[src/rtl/pbps_pkg.sv]
`default_nettype none
package pbps_pkg;

  localparam int ADC_BITS_DEF = 12;
  localparam int MV_W         = 14;
  localparam int CFG_IDX_W    = 3;
  localparam int CFG_DATA_W   = 16;

  // mv = floor(x * 34925 / 9 / 2^(ADC_BITS-2)); 34925 = 9*3880 + 5
  localparam int MV_WHOLE  = 3880;
  localparam int MV_FRAC   = 5;
  localparam int MV_RECIP  = 466034;
  localparam int MV_RECIP_W = 19;
  localparam int MV_SHIFT  = 22;

  localparam logic [2:0] MODE_ASLEEP   = 3'd0;
  localparam logic [2:0] MODE_PENDING  = 3'd1;
  localparam logic [2:0] MODE_HOLD     = 3'd2;
  localparam logic [2:0] MODE_RELSTART = 3'd3;
  localparam logic [2:0] MODE_RUN      = 3'd4;
  localparam logic [2:0] MODE_RELSTOP  = 3'd5;

  localparam logic [1:0] PHASE_STEADY = 2'd0;
  localparam logic [1:0] PHASE_DARK   = 2'd1;
  localparam logic [1:0] PHASE_LIT    = 2'd2;
  localparam logic [1:0] PHASE_SPARE  = 2'd3;

  localparam logic [CFG_IDX_W-1:0] REG_START_HOLD   = 3'd0;
  localparam logic [CFG_IDX_W-1:0] REG_STOP_HOLD    = 3'd1;
  localparam logic [CFG_IDX_W-1:0] REG_CUTOFF_MV    = 3'd2;
  localparam logic [CFG_IDX_W-1:0] REG_CUTOFF_TICKS = 3'd3;
  localparam logic [CFG_IDX_W-1:0] REG_WARN_MV      = 3'd4;
  localparam logic [CFG_IDX_W-1:0] REG_BLINK_OFF    = 3'd5;
  localparam logic [CFG_IDX_W-1:0] REG_BLINK_ON     = 3'd6;

  localparam logic [7:0]      START_HOLD_RST   = 8'd50;
  localparam logic [7:0]      STOP_HOLD_RST    = 8'd100;
  localparam logic [MV_W-1:0] CUTOFF_MV_RST    = 14'd6500;
  localparam logic [7:0]      CUTOFF_TICKS_RST = 8'd40;
  localparam logic [MV_W-1:0] WARN_MV_RST      = 14'd7000;
  localparam logic [15:0]     BLINK_OFF_RST    = 16'd10;
  localparam logic [15:0]     BLINK_ON_RST     = 16'd190;

  typedef struct packed {
    logic [7:0]      start_hold_ticks;
    logic [7:0]      stop_hold_ticks;
    logic [MV_W-1:0] cutoff_mv;
    logic [7:0]      cutoff_ticks;
    logic [MV_W-1:0] warn_mv;
    logic [15:0]     blink_off_ticks;
    logic [15:0]     blink_on_ticks;
  } cfg_t;

  typedef struct packed {
    logic            pressed;
    logic            charging;
    logic [MV_W-1:0] mv;
  } tick_t;

endpackage
`default_nettype wire

[src/rtl/pbps_conv.sv]
`default_nettype none
module pbps_conv
  import pbps_pkg::*;
#(
  parameter int ADC_BITS = ADC_BITS_DEF
) (
  input  wire logic                clk,
  input  wire logic                load,
  input  wire logic                pressed,
  input  wire logic                charging,
  input  wire logic [ADC_BITS-1:0] sample,
  output tick_t                    tick
);

  localparam int HW = ADC_BITS + 12;
  localparam int YW = ADC_BITS + 3;
  localparam int LW = YW + MV_RECIP_W;

  logic          pressed_q;
  logic          charging_q;
  logic [HW-1:0] prod_whole;
  logic [LW-1:0] prod_frac;
  logic [YW-1:0] frac_num;
  logic [HW-1:0] mv_sum;

  assign frac_num = YW'(sample) * YW'(MV_FRAC);

  always_ff @(posedge clk) begin
    if (load) begin
      pressed_q  <= pressed;
      charging_q <= charging;
      prod_whole <= HW'(sample) * HW'(MV_WHOLE);
      prod_frac  <= LW'(frac_num) * LW'(MV_RECIP);
    end
  end

  assign mv_sum = prod_whole + HW'(prod_frac[LW-1:MV_SHIFT]);

  assign tick.pressed  = pressed_q;
  assign tick.charging = charging_q;
  assign tick.mv       = MV_W'(mv_sum >> (ADC_BITS - 2));

endmodule
`default_nettype wire

[src/rtl/pbps_step.sv]
`default_nettype none
module pbps_step
  import pbps_pkg::*;
(
  input  wire logic            clk,
  input  wire logic            rst,
  input  wire logic            adv,
  input  tick_t                tick,
  input  cfg_t                 cfg,
  output logic                 rails_on,
  output logic                 green_led,
  output logic                 orange_led,
  output logic [2:0]           mode,
  output logic [MV_W-1:0]      battery_mv
);

  logic [2:0]      mode_reg, mode_next;
  logic [7:0]      press_count, press_count_next;
  logic [7:0]      low_batt_count, low_batt_count_next;
  logic [1:0]      blink_phase, blink_phase_next;
  logic [15:0]     blink_count, blink_count_next;
  logic [1:0]      led_bits, led_bits_next;
  logic            rails_reg, rails_next;
  logic [MV_W-1:0] battery_reg, battery_next;

  function automatic logic [7:0] sat8(input logic [7:0] v);
    return (v == 8'hFF) ? v : v + 8'd1;
  endfunction

  always_comb begin
    logic [2:0] m;
    m                   = mode_reg;
    press_count_next    = press_count;
    low_batt_count_next = low_batt_count;
    blink_phase_next    = blink_phase;
    blink_count_next    = blink_count;
    led_bits_next       = led_bits;
    rails_next          = rails_reg;
    battery_next        = battery_reg;

    if (m == MODE_PENDING) begin
      led_bits_next    = 2'b00;
      rails_next       = 1'b0;
      press_count_next = '0;
      m                = MODE_ASLEEP;
    end else if (m == MODE_ASLEEP && tick.pressed) begin
      m = MODE_HOLD;
    end

    if (m == MODE_HOLD) begin
      led_bits_next[0] = 1'b1;
      if (tick.pressed) begin
        press_count_next = sat8(press_count_next);
        if (press_count_next > cfg.start_hold_ticks) m = MODE_RELSTART;
      end else begin
        press_count_next = '0;
        m                = MODE_PENDING;
      end
    end

    if (m == MODE_RELSTART) begin
      led_bits_next[1] = 1'b1;
      if (!tick.pressed) begin
        led_bits_next = 2'b01;
        rails_next    = 1'b1;
        m             = MODE_RUN;
      end
    end

    if (m == MODE_RELSTOP) begin
      led_bits_next[0] = 1'b0;
      if (!tick.pressed) m = MODE_PENDING;
    end

    mode_next = m;

    if (m == MODE_RUN) begin
      battery_next     = tick.mv;
      led_bits_next[1] = tick.charging;

      if (tick.pressed) begin
        press_count_next = sat8(press_count_next);
        if (press_count_next > cfg.stop_hold_ticks) mode_next = MODE_RELSTOP;
      end else begin
        press_count_next = '0;
      end

      if (tick.mv < cfg.cutoff_mv) begin
        low_batt_count_next = sat8(low_batt_count_next);
        if (low_batt_count_next > cfg.cutoff_ticks) mode_next = MODE_RELSTOP;
      end else begin
        low_batt_count_next = '0;
      end

      if (tick.mv < cfg.warn_mv) begin
        if (blink_phase_next == PHASE_STEADY) blink_phase_next = PHASE_DARK;
      end else begin
        blink_phase_next = PHASE_STEADY;
      end

      if (blink_count_next != 16'hFFFF) blink_count_next = blink_count_next + 16'd1;
      if (blink_phase_next == PHASE_DARK && blink_count_next > cfg.blink_off_ticks) begin
        led_bits_next[0] = 1'b1;
        blink_count_next = '0;
        blink_phase_next = PHASE_LIT;
      end
      if (blink_phase_next == PHASE_LIT && blink_count_next > cfg.blink_on_ticks) begin
        led_bits_next[0] = 1'b0;
        blink_count_next = '0;
        blink_phase_next = PHASE_DARK;
      end
      if (blink_phase_next == PHASE_STEADY || blink_phase_next == PHASE_SPARE) begin
        led_bits_next[0] = 1'b1;
      end
    end
  end

  always_ff @(posedge clk) begin
    if (rst) begin
      mode_reg       <= MODE_RELSTART;
      press_count    <= '0;
      low_batt_count <= '0;
      blink_phase    <= PHASE_STEADY;
      blink_count    <= '0;
      led_bits       <= 2'b00;
      rails_reg      <= 1'b0;
      battery_reg    <= '0;
    end else if (adv) begin
      mode_reg       <= mode_next;
      press_count    <= press_count_next;
      low_batt_count <= low_batt_count_next;
      blink_phase    <= blink_phase_next;
      blink_count    <= blink_count_next;
      led_bits       <= led_bits_next;
      rails_reg      <= rails_next;
      battery_reg    <= battery_next;
    end
  end

  assign rails_on   = rails_reg;
  assign green_led  = led_bits[0];
  assign orange_led = led_bits[1];
  assign mode       = mode_reg;
  assign battery_mv = battery_reg;

endmodule
`default_nettype wire

[src/rtl/push_button_power_sequencer_core.sv]
// Push-button power sequencer, one input beat per 10 ms tick.
// Input channel (in_valid/in_ready): button_pressed, charging and the raw
// battery_sample. Output channel (out_valid/out_ready): rails_on, the two
// LED drives, the mode code and the last battery voltage in millivolts.
// Config channel (cfg_valid/cfg_ready/cfg_index/cfg_data) writes the seven
// threshold registers; cfg_ready is always high, unknown indexes are dropped.
// Write config only while no tick is in flight.
// Pipeline: input register, millivolt multiply register, then the mode step
// whose state registers are the result register. One beat is accepted every
// cycle unless the pipeline is full and out_ready is low.
// The state step runs once per beat, as the beat moves into the
// result register.
// When out_ready is low the three stages fill and in_ready drops after up to
// three more beats; nothing is lost.
// Reset empties the pipeline, loads the default thresholds and puts the mode
// to wait-release-start with rails and LEDs off.
`default_nettype none
module push_button_power_sequencer_core
  import pbps_pkg::*;
#(
  parameter int ADC_BITS = ADC_BITS_DEF
) (
  input  wire logic                  clk,
  input  wire logic                  rst,
  input  wire logic                  in_valid,
  output logic                       in_ready,
  input  wire logic                  button_pressed,
  input  wire logic                  charging,
  input  wire logic [ADC_BITS-1:0]   battery_sample,
  output logic                       out_valid,
  input  wire logic                  out_ready,
  output logic                       rails_on,
  output logic                       green_led,
  output logic                       orange_led,
  output logic [2:0]                 mode,
  output logic [MV_W-1:0]            battery_mv,
  input  wire logic                  cfg_valid,
  output logic                       cfg_ready,
  input  wire logic [CFG_IDX_W-1:0]  cfg_index,
  input  wire logic [CFG_DATA_W-1:0] cfg_data
);

  logic                v0, v1, v2;
  logic                r0, r1, r2;
  logic                pressed0, charging0;
  logic [ADC_BITS-1:0] sample0;
  tick_t               tick1;
  cfg_t                cfg;

  assign r2       = !v2 || out_ready;
  assign r1       = !v1 || r2;
  assign r0       = !v0 || r1;
  assign in_ready = r0;
  assign out_valid = v2;
  assign cfg_ready = 1'b1;

  always_ff @(posedge clk) begin
    if (rst) begin
      v0 <= 1'b0;
      v1 <= 1'b0;
      v2 <= 1'b0;
    end else begin
      if (r0) v0 <= in_valid;
      if (r1) v1 <= v0;
      if (r2) v2 <= v1;
    end
  end

  // hold the incoming beat
  always_ff @(posedge clk) begin
    if (in_valid && r0) begin
      pressed0  <= button_pressed;
      charging0 <= charging;
      sample0   <= battery_sample;
    end
  end

  always_ff @(posedge clk) begin
    if (rst) begin
      cfg.start_hold_ticks <= START_HOLD_RST;
      cfg.stop_hold_ticks  <= STOP_HOLD_RST;
      cfg.cutoff_mv        <= CUTOFF_MV_RST;
      cfg.cutoff_ticks     <= CUTOFF_TICKS_RST;
      cfg.warn_mv          <= WARN_MV_RST;
      cfg.blink_off_ticks  <= BLINK_OFF_RST;
      cfg.blink_on_ticks   <= BLINK_ON_RST;
    end else if (cfg_valid && cfg_ready) begin
      unique case (cfg_index)
        REG_START_HOLD:   cfg.start_hold_ticks <= cfg_data[7:0];
        REG_STOP_HOLD:    cfg.stop_hold_ticks  <= cfg_data[7:0];
        REG_CUTOFF_MV:    cfg.cutoff_mv        <= cfg_data[MV_W-1:0];
        REG_CUTOFF_TICKS: cfg.cutoff_ticks     <= cfg_data[7:0];
        REG_WARN_MV:      cfg.warn_mv          <= cfg_data[MV_W-1:0];
        REG_BLINK_OFF:    cfg.blink_off_ticks  <= cfg_data;
        REG_BLINK_ON:     cfg.blink_on_ticks   <= cfg_data;
        default: ;
      endcase
    end
  end

  pbps_conv #(
    .ADC_BITS(ADC_BITS)
  ) u_conv (
    .clk      (clk),
    .load     (v0 && r1),
    .pressed  (pressed0),
    .charging (charging0),
    .sample   (sample0),
    .tick     (tick1)
  );

  pbps_step u_step (
    .clk        (clk),
    .rst        (rst),
    .adv        (v1 && r2),
    .tick       (tick1),
    .cfg        (cfg),
    .rails_on   (rails_on),
    .green_led  (green_led),
    .orange_led (orange_led),
    .mode       (mode),
    .battery_mv (battery_mv)
  );

endmodule
`default_nettype wire

[config.mk]
export PLATFORM = sky130hd
export DESIGN_NAME = push_button_power_sequencer_core
export DESIGN_NICKNAME = d
export VERILOG_FILES = /design/src/rtl/pbps_pkg.sv /design/src/rtl/pbps_conv.sv /design/src/rtl/pbps_step.sv /design/src/rtl/push_button_power_sequencer_core.sv
export SDC_FILE = /design/constraint.sdc
export NUM_CORES = 1
export LEC_CHECK = 0
export BUFFER_PORTS_ARGS = -buffer_cell sky130_fd_sc_hd__buf_2
export CORE_MARGIN = 2
export CORE_UTILIZATION = 55
export CTS_CLUSTER_SIZE = 16
export DETAILED_ROUTE_END_ITERATION = 12
export PLACE_DENSITY = 0.72
export SYNTH_ARGS = -nofsm -noshare
export SYNTH_HDL_FRONTEND = slang
export SYNTH_SLANG_ARGS = --single-unit
[constraint.sdc]
create_clock -name clk -period 10.1 [get_ports clk]
set_input_delay 2.02 -clock clk [delete_from_list [all_inputs] [get_ports clk]]
set_output_delay 2.02 -clock clk [all_outputs]
set_load 0.01 [all_outputs]
==> metrics.txt <==
# TYPE chip_impl_metric gauge
chip_impl_metric{name="detail_route.wl_per_cell",unit="um"} 16.8
chip_impl_metric{name="grt_overflow",unit=""} 0
chip_impl_info{name="cts_tree",value="done"} 1
chip_impl_metric{name="critical_path_arrival",unit="ps"} 9070
chip_impl_metric{name="holdBufCountCts",unit=""} 0
chip_impl_metric{name="synth.ff_latch_count",unit=""} 187
chip_impl_metric{name="placed_cell_count",unit=""} 2213
chip_impl_metric{name="die_area",unit="mm2"} 0.0310
chip_impl_metric{name="clk_transition_reported_paths",unit="ps"} 80
chip_impl_metric{name="post_synthesis_mean_instance_area",unit="um2"} 9.00
chip_impl_metric{name="mappedNetlistNets",unit=""} 2216
chip_impl_metric{name="clkLatencyLatePin",unit="ps"} 460
chip_impl_metric{name="finalHoldViolCount",unit=""} 0
chip_impl_info{name="register_with_the_highest_flop_count",value="cfg"} 1
chip_impl_metric{name="area_delta_synth_final",unit="%"} 7.46
chip_impl_metric{name="ctsHtreeMaxLevel",unit=""} 4
chip_impl_metric{name="synth_sequential_area_ratio",unit=""} 0.258
chip_impl_info{name="cp_common_cell",value="sky130_fd_sc_hd__fa_1"} 1
chip_impl_metric{name="tns",unit="ps"} 0
chip_impl_info{name="setup.worst_path.start_class",value="flop"} 1
chip_impl_info{name="rr_endpoint",value="u_conv.prod_frac[31]"} 1
chip_impl_metric{name="fp.dieH",unit="um"} 176
chip_impl_metric{name="floorplan.io_pins",unit=""} 61
chip_impl_metric{name="ys_types",unit=""} 80
chip_impl_metric{name="ant_nets",unit=""} 0
chip_impl_info{name="startpoint_of_the_most_critical_register_to_register_path",value="sample0[1]"} 1
chip_impl_metric{name="routabilityCongestion",unit=""} 0.963
chip_impl_info{name="post-synth-top-area-cell",value="sky130_fd_sc_hd__ha_1"} 1
chip_impl_metric{name="final_cells",unit=""} 2245
chip_impl_metric{name="cts.path.max_buffers",unit=""} 2
chip_impl_metric{name="core_area",unit="mm2"} 0.0294
chip_impl_info{name="synth-main-ff-cell",value="sky130_fd_sc_hd__dfxtp_1"} 1
chip_impl_metric{name="dpl_cell_area",unit="mm2"} 0.0170
chip_impl_metric{name="post_synth_edffs",unit=""} 46
chip_impl_info{name="cp-end-kind",value="flop"} 1
chip_impl_metric{name="synth.top_cell.area_share",unit=""} 0.203
chip_impl_metric{name="min_path_cells",unit=""} 0
chip_impl_metric{name="cts_resized",unit=""} 0
chip_impl_metric{name="minimum_clock_period_after_layout",unit="ps"} 8860
chip_impl_metric{name="drive_gt1_frac",unit=""} 0.0647
chip_impl_metric{name="syn-cell-area",unit="mm2"} 0.0163
chip_impl_metric{name="max-cap-violations",unit=""} 0
chip_impl_info{name="holdPathEnd",value="u_conv.pressed_q"} 1
chip_impl_metric{name="drt_pre_antenna_iters",unit=""} 5
chip_impl_metric{name="post_cts.repair.setup_buffers",unit=""} 0
chip_impl_metric{name="vias",unit=""} 12600
chip_impl_metric{name="period_share",unit=""} 0.878
chip_impl_info{name="rsz0062_at_grt",value="no"} 1
chip_impl_metric{name="fin_skew",unit="ps"} 15.3
chip_impl_metric{name="nFillCells",unit=""} 2592
chip_impl_metric{name="vias_in_the_first_global_route",unit=""} 12400
chip_impl_info{name="synth.most_common_cell",value="sky130_fd_sc_hd__ha_1"} 1
chip_impl_metric{name="detail_route.drc_violations",unit=""} 0
chip_impl_metric{name="grt_max_degree",unit=""} 80
chip_impl_info{name="timing.setup.critical_path_class",value="flop to flop"} 1
chip_impl_metric{name="clock.fmax",unit="GHz"} 0.113
chip_impl_metric{name="fp-row-count",unit=""} 63
chip_impl_metric{name="number_of_buffers_inserted_during_clock_tree_synthesis",unit=""} 17
chip_impl_info{name="leading_post_synthesis_cells_by_instance_count",value="sky130_fd_sc_hd__ha_1 (265), sky130_fd_sc_hd__inv_1 (254), sky130_fd_sc_hd__nand2_1 (182)"} 1
chip_impl_metric{name="slew-limit-headroom",unit=""} 0.168
chip_impl_metric{name="hpwlAfterDp",unit="mm"} 29.6
chip_impl_metric{name="initial_utilization",unit=""} 0.554
chip_impl_info{name="worst_hold_startpoint",value="pressed0"} 1
chip_impl_metric{name="finalMaxSlewViolations",unit=""} 0
chip_impl_metric{name="finish.net_count",unit=""} 2248
chip_impl_metric{name="antenna_cells_inserted",unit=""} 0
chip_impl_metric{name="finalCoreUtilization",unit=""} 0.596
chip_impl_metric{name="first_iter_violations",unit=""} 732
chip_impl_info{name="worst_path_max_delay_cell",value="sky130_fd_sc_hd__fa_1"} 1
chip_impl_metric{name="worst-endpoint-required",unit="ps"} 10300
chip_impl_metric{name="grt_first_pass_wirelength",unit="mm"} 61.8
chip_impl_metric{name="syn_inst",unit=""} 1810
chip_impl_info{name="run_status",value="finished, final reports clean"} 1
chip_impl_metric{name="number_of_flip_flops_under_the_largest_register_name",unit=""} 84
chip_impl_info{name="ctsRootBufferMaster",value="sky130_fd_sc_hd__clkbuf_16"} 1
chip_impl_info{name="min_path_type",value="flop to flop"} 1
chip_impl_metric{name="cpPeakStageDelay",unit="ps"} 590
chip_impl_metric{name="antenna_found_initial",unit=""} 1
chip_impl_metric{name="numClockSinks",unit=""} 187
chip_impl_metric{name="die_x",unit="um"} 176
chip_impl_metric{name="cp_max_fo",unit=""} 7
chip_impl_info{name="synth_area_leaders",value="sky130_fd_sc_hd__ha_1 (20%), sky130_fd_sc_hd__dfxtp_1 (17%), sky130_fd_sc_hd__fa_1 (13%), sky130_fd_sc_hd__edfxtp_1 (8.5%), sky130_fd_sc_hd__inv_1 (5.8%)"} 1
chip_impl_metric{name="port-buffer-count",unit=""} 59
chip_impl_metric{name="final_area",unit="mm2"} 0.0175
chip_impl_metric{name="worst_margin_pin_slew",unit="ps"} 1240
chip_impl_metric{name="synthArstFlopShare",unit=""} 0
chip_impl_metric{name="ff_to_ff_path_depth",unit=""} 31
chip_impl_metric{name="synth-warning-count",unit=""} 0
chip_impl_metric{name="setup-violations-final",unit=""} 0
chip_impl_metric{name="post_drt_via_cell_ratio",unit=""} 5.63
chip_impl_metric{name="wl",unit="mm"} 37.7
chip_impl_metric{name="groute.usage.overall",unit=""} 0.250
chip_impl_metric{name="rrSetupSlack",unit="ps"} 1240
chip_impl_info{name="biggestRegsByFlops",value="cfg: 84 flops, u_conv.prod_whole: 21 flops, u_step.blink_count: 16 flops"} 1
[layout make-up]
| type | count | area (um2) | area share |
|---|---|---|---|
| clock buffer | 18 | 429 | 0.0245 |
| clock inverter | 14 | 125 | 0.00714 |
| inverter | 254 | 953 | 0.0544 |
| multi-input combinational | 1314 | 10900 | 0.625 |
| sequential | 187 | 4200 | 0.240 |
| tap | 390 | 488 | 0.0279 |
| timing repair buffer | 68 | 365 | 0.0209 |
[placed cells by master (no fill, tap or decap), drive strengths merged, types with 5 or more instances in the layout]
| master | netlist | layout |
|---|---|---|
| a311oi | 7 | 7 |
| o21a | 20 | 20 |
| o21ai | 41 | 41 |
| or2 | 9 | 9 |
| dfxtp | 141 | 141 |
| buf | 7 | 68 |
| nand4 | 29 | 29 |
| clkbuf | 48 | 18 |
| a221oi | 5 | 5 |
| mux2i | 8 | 8 |
| o21bai | 13 | 13 |
| and3 | 14 | 14 |
| or3 | 6 | 6 |
| fa | 103 | 103 |
| xnor2 | 56 | 56 |
| ha | 265 | 265 |
| a211o | 24 | 24 |
| nor2 | 124 | 124 |
| and4 | 10 | 10 |
| nand2 | 182 | 182 |
| edfxtp | 46 | 46 |
| xor2 | 19 | 19 |
| nor2b | 29 | 29 |
| a211oi | 7 | 7 |
| nand2b | 12 | 12 |
| nand3 | 29 | 29 |
| nand3b | 11 | 11 |
| o2111ai | 5 | 5 |
| nor3 | 34 | 34 |
| a21oi | 128 | 128 |
| and2 | 7 | 7 |
| clkinv | 0 | 5 |
| a22oi | 16 | 16 |
| inv | 254 | 263 |
| o211ai | 6 | 6 |
| a31oi | 9 | 9 |
| a21o | 28 | 28 |
| nor3b | 5 | 5 |
[stage by stage]
step	setup slack [ps]	hold WS, ps
after global routing	761	434
after global placement	1480	405
after CTS	1230	427
after floorplan	2000	400
final	1240	424
after detailed placement	1250	407
[per-layer routing]
metal  wire, um  GRT usage  vias up
met3       1600     0.0336       44
met5         13          0        -
li1           -          -     6266
met1      17000      0.332     6088
met4        542     0.0558        2
met2      18500      0.434      242
[how the worst max path moves through the flow]
stage / start / endpoint / slack [ps]
6_report: sample0[1] / u_conv.prod_frac[31] / 1240
5_1_grt: sample0[1] / u_conv.prod_frac[31] / 760
4_1_cts: sample0[1] / u_conv.prod_frac[32] / 1230
3_5_place_dp: sample0[1] / u_conv.prod_frac[32] / 1250
3_3_place_gp: sample0[1] / u_conv.prod_frac[31] / 1480
2_1_floorplan: sample0[1] / u_conv.prod_frac[31] / 2000
[critical path: cells and delay by family, from the launching register on]
kind / cells / cell delay (ps)
adder cells (fa/ha/maj): 10 / 4240
XOR/XNOR: 2 / 290
AND/OR/NAND/NOR: 1 / 190
buffers and inverters: 3 / 180
flip-flops: 1 / 530
AO/OA/AOI/OAI: 15 / 3200
[kinds of logic (layout without fill, tap and decap cells)]
group	count (synthesis)	after routing	synth area share
and+or+nand+nor	511	511	0.151
adders and majority gates	368	368	0.330
AOI/OAI and AO/OA	347	347	0.141
buffers and inverters	309	354	0.0718
DFF	187	187	0.258
xor gates and xnor gates	75	75	0.0403
muxes	12	12	0.00768
other	1	1	0.000230
Power is left out: the tool's default activity adds up to more than one toggle a clock period on the data nets, which glitch-free logic cannot reach.
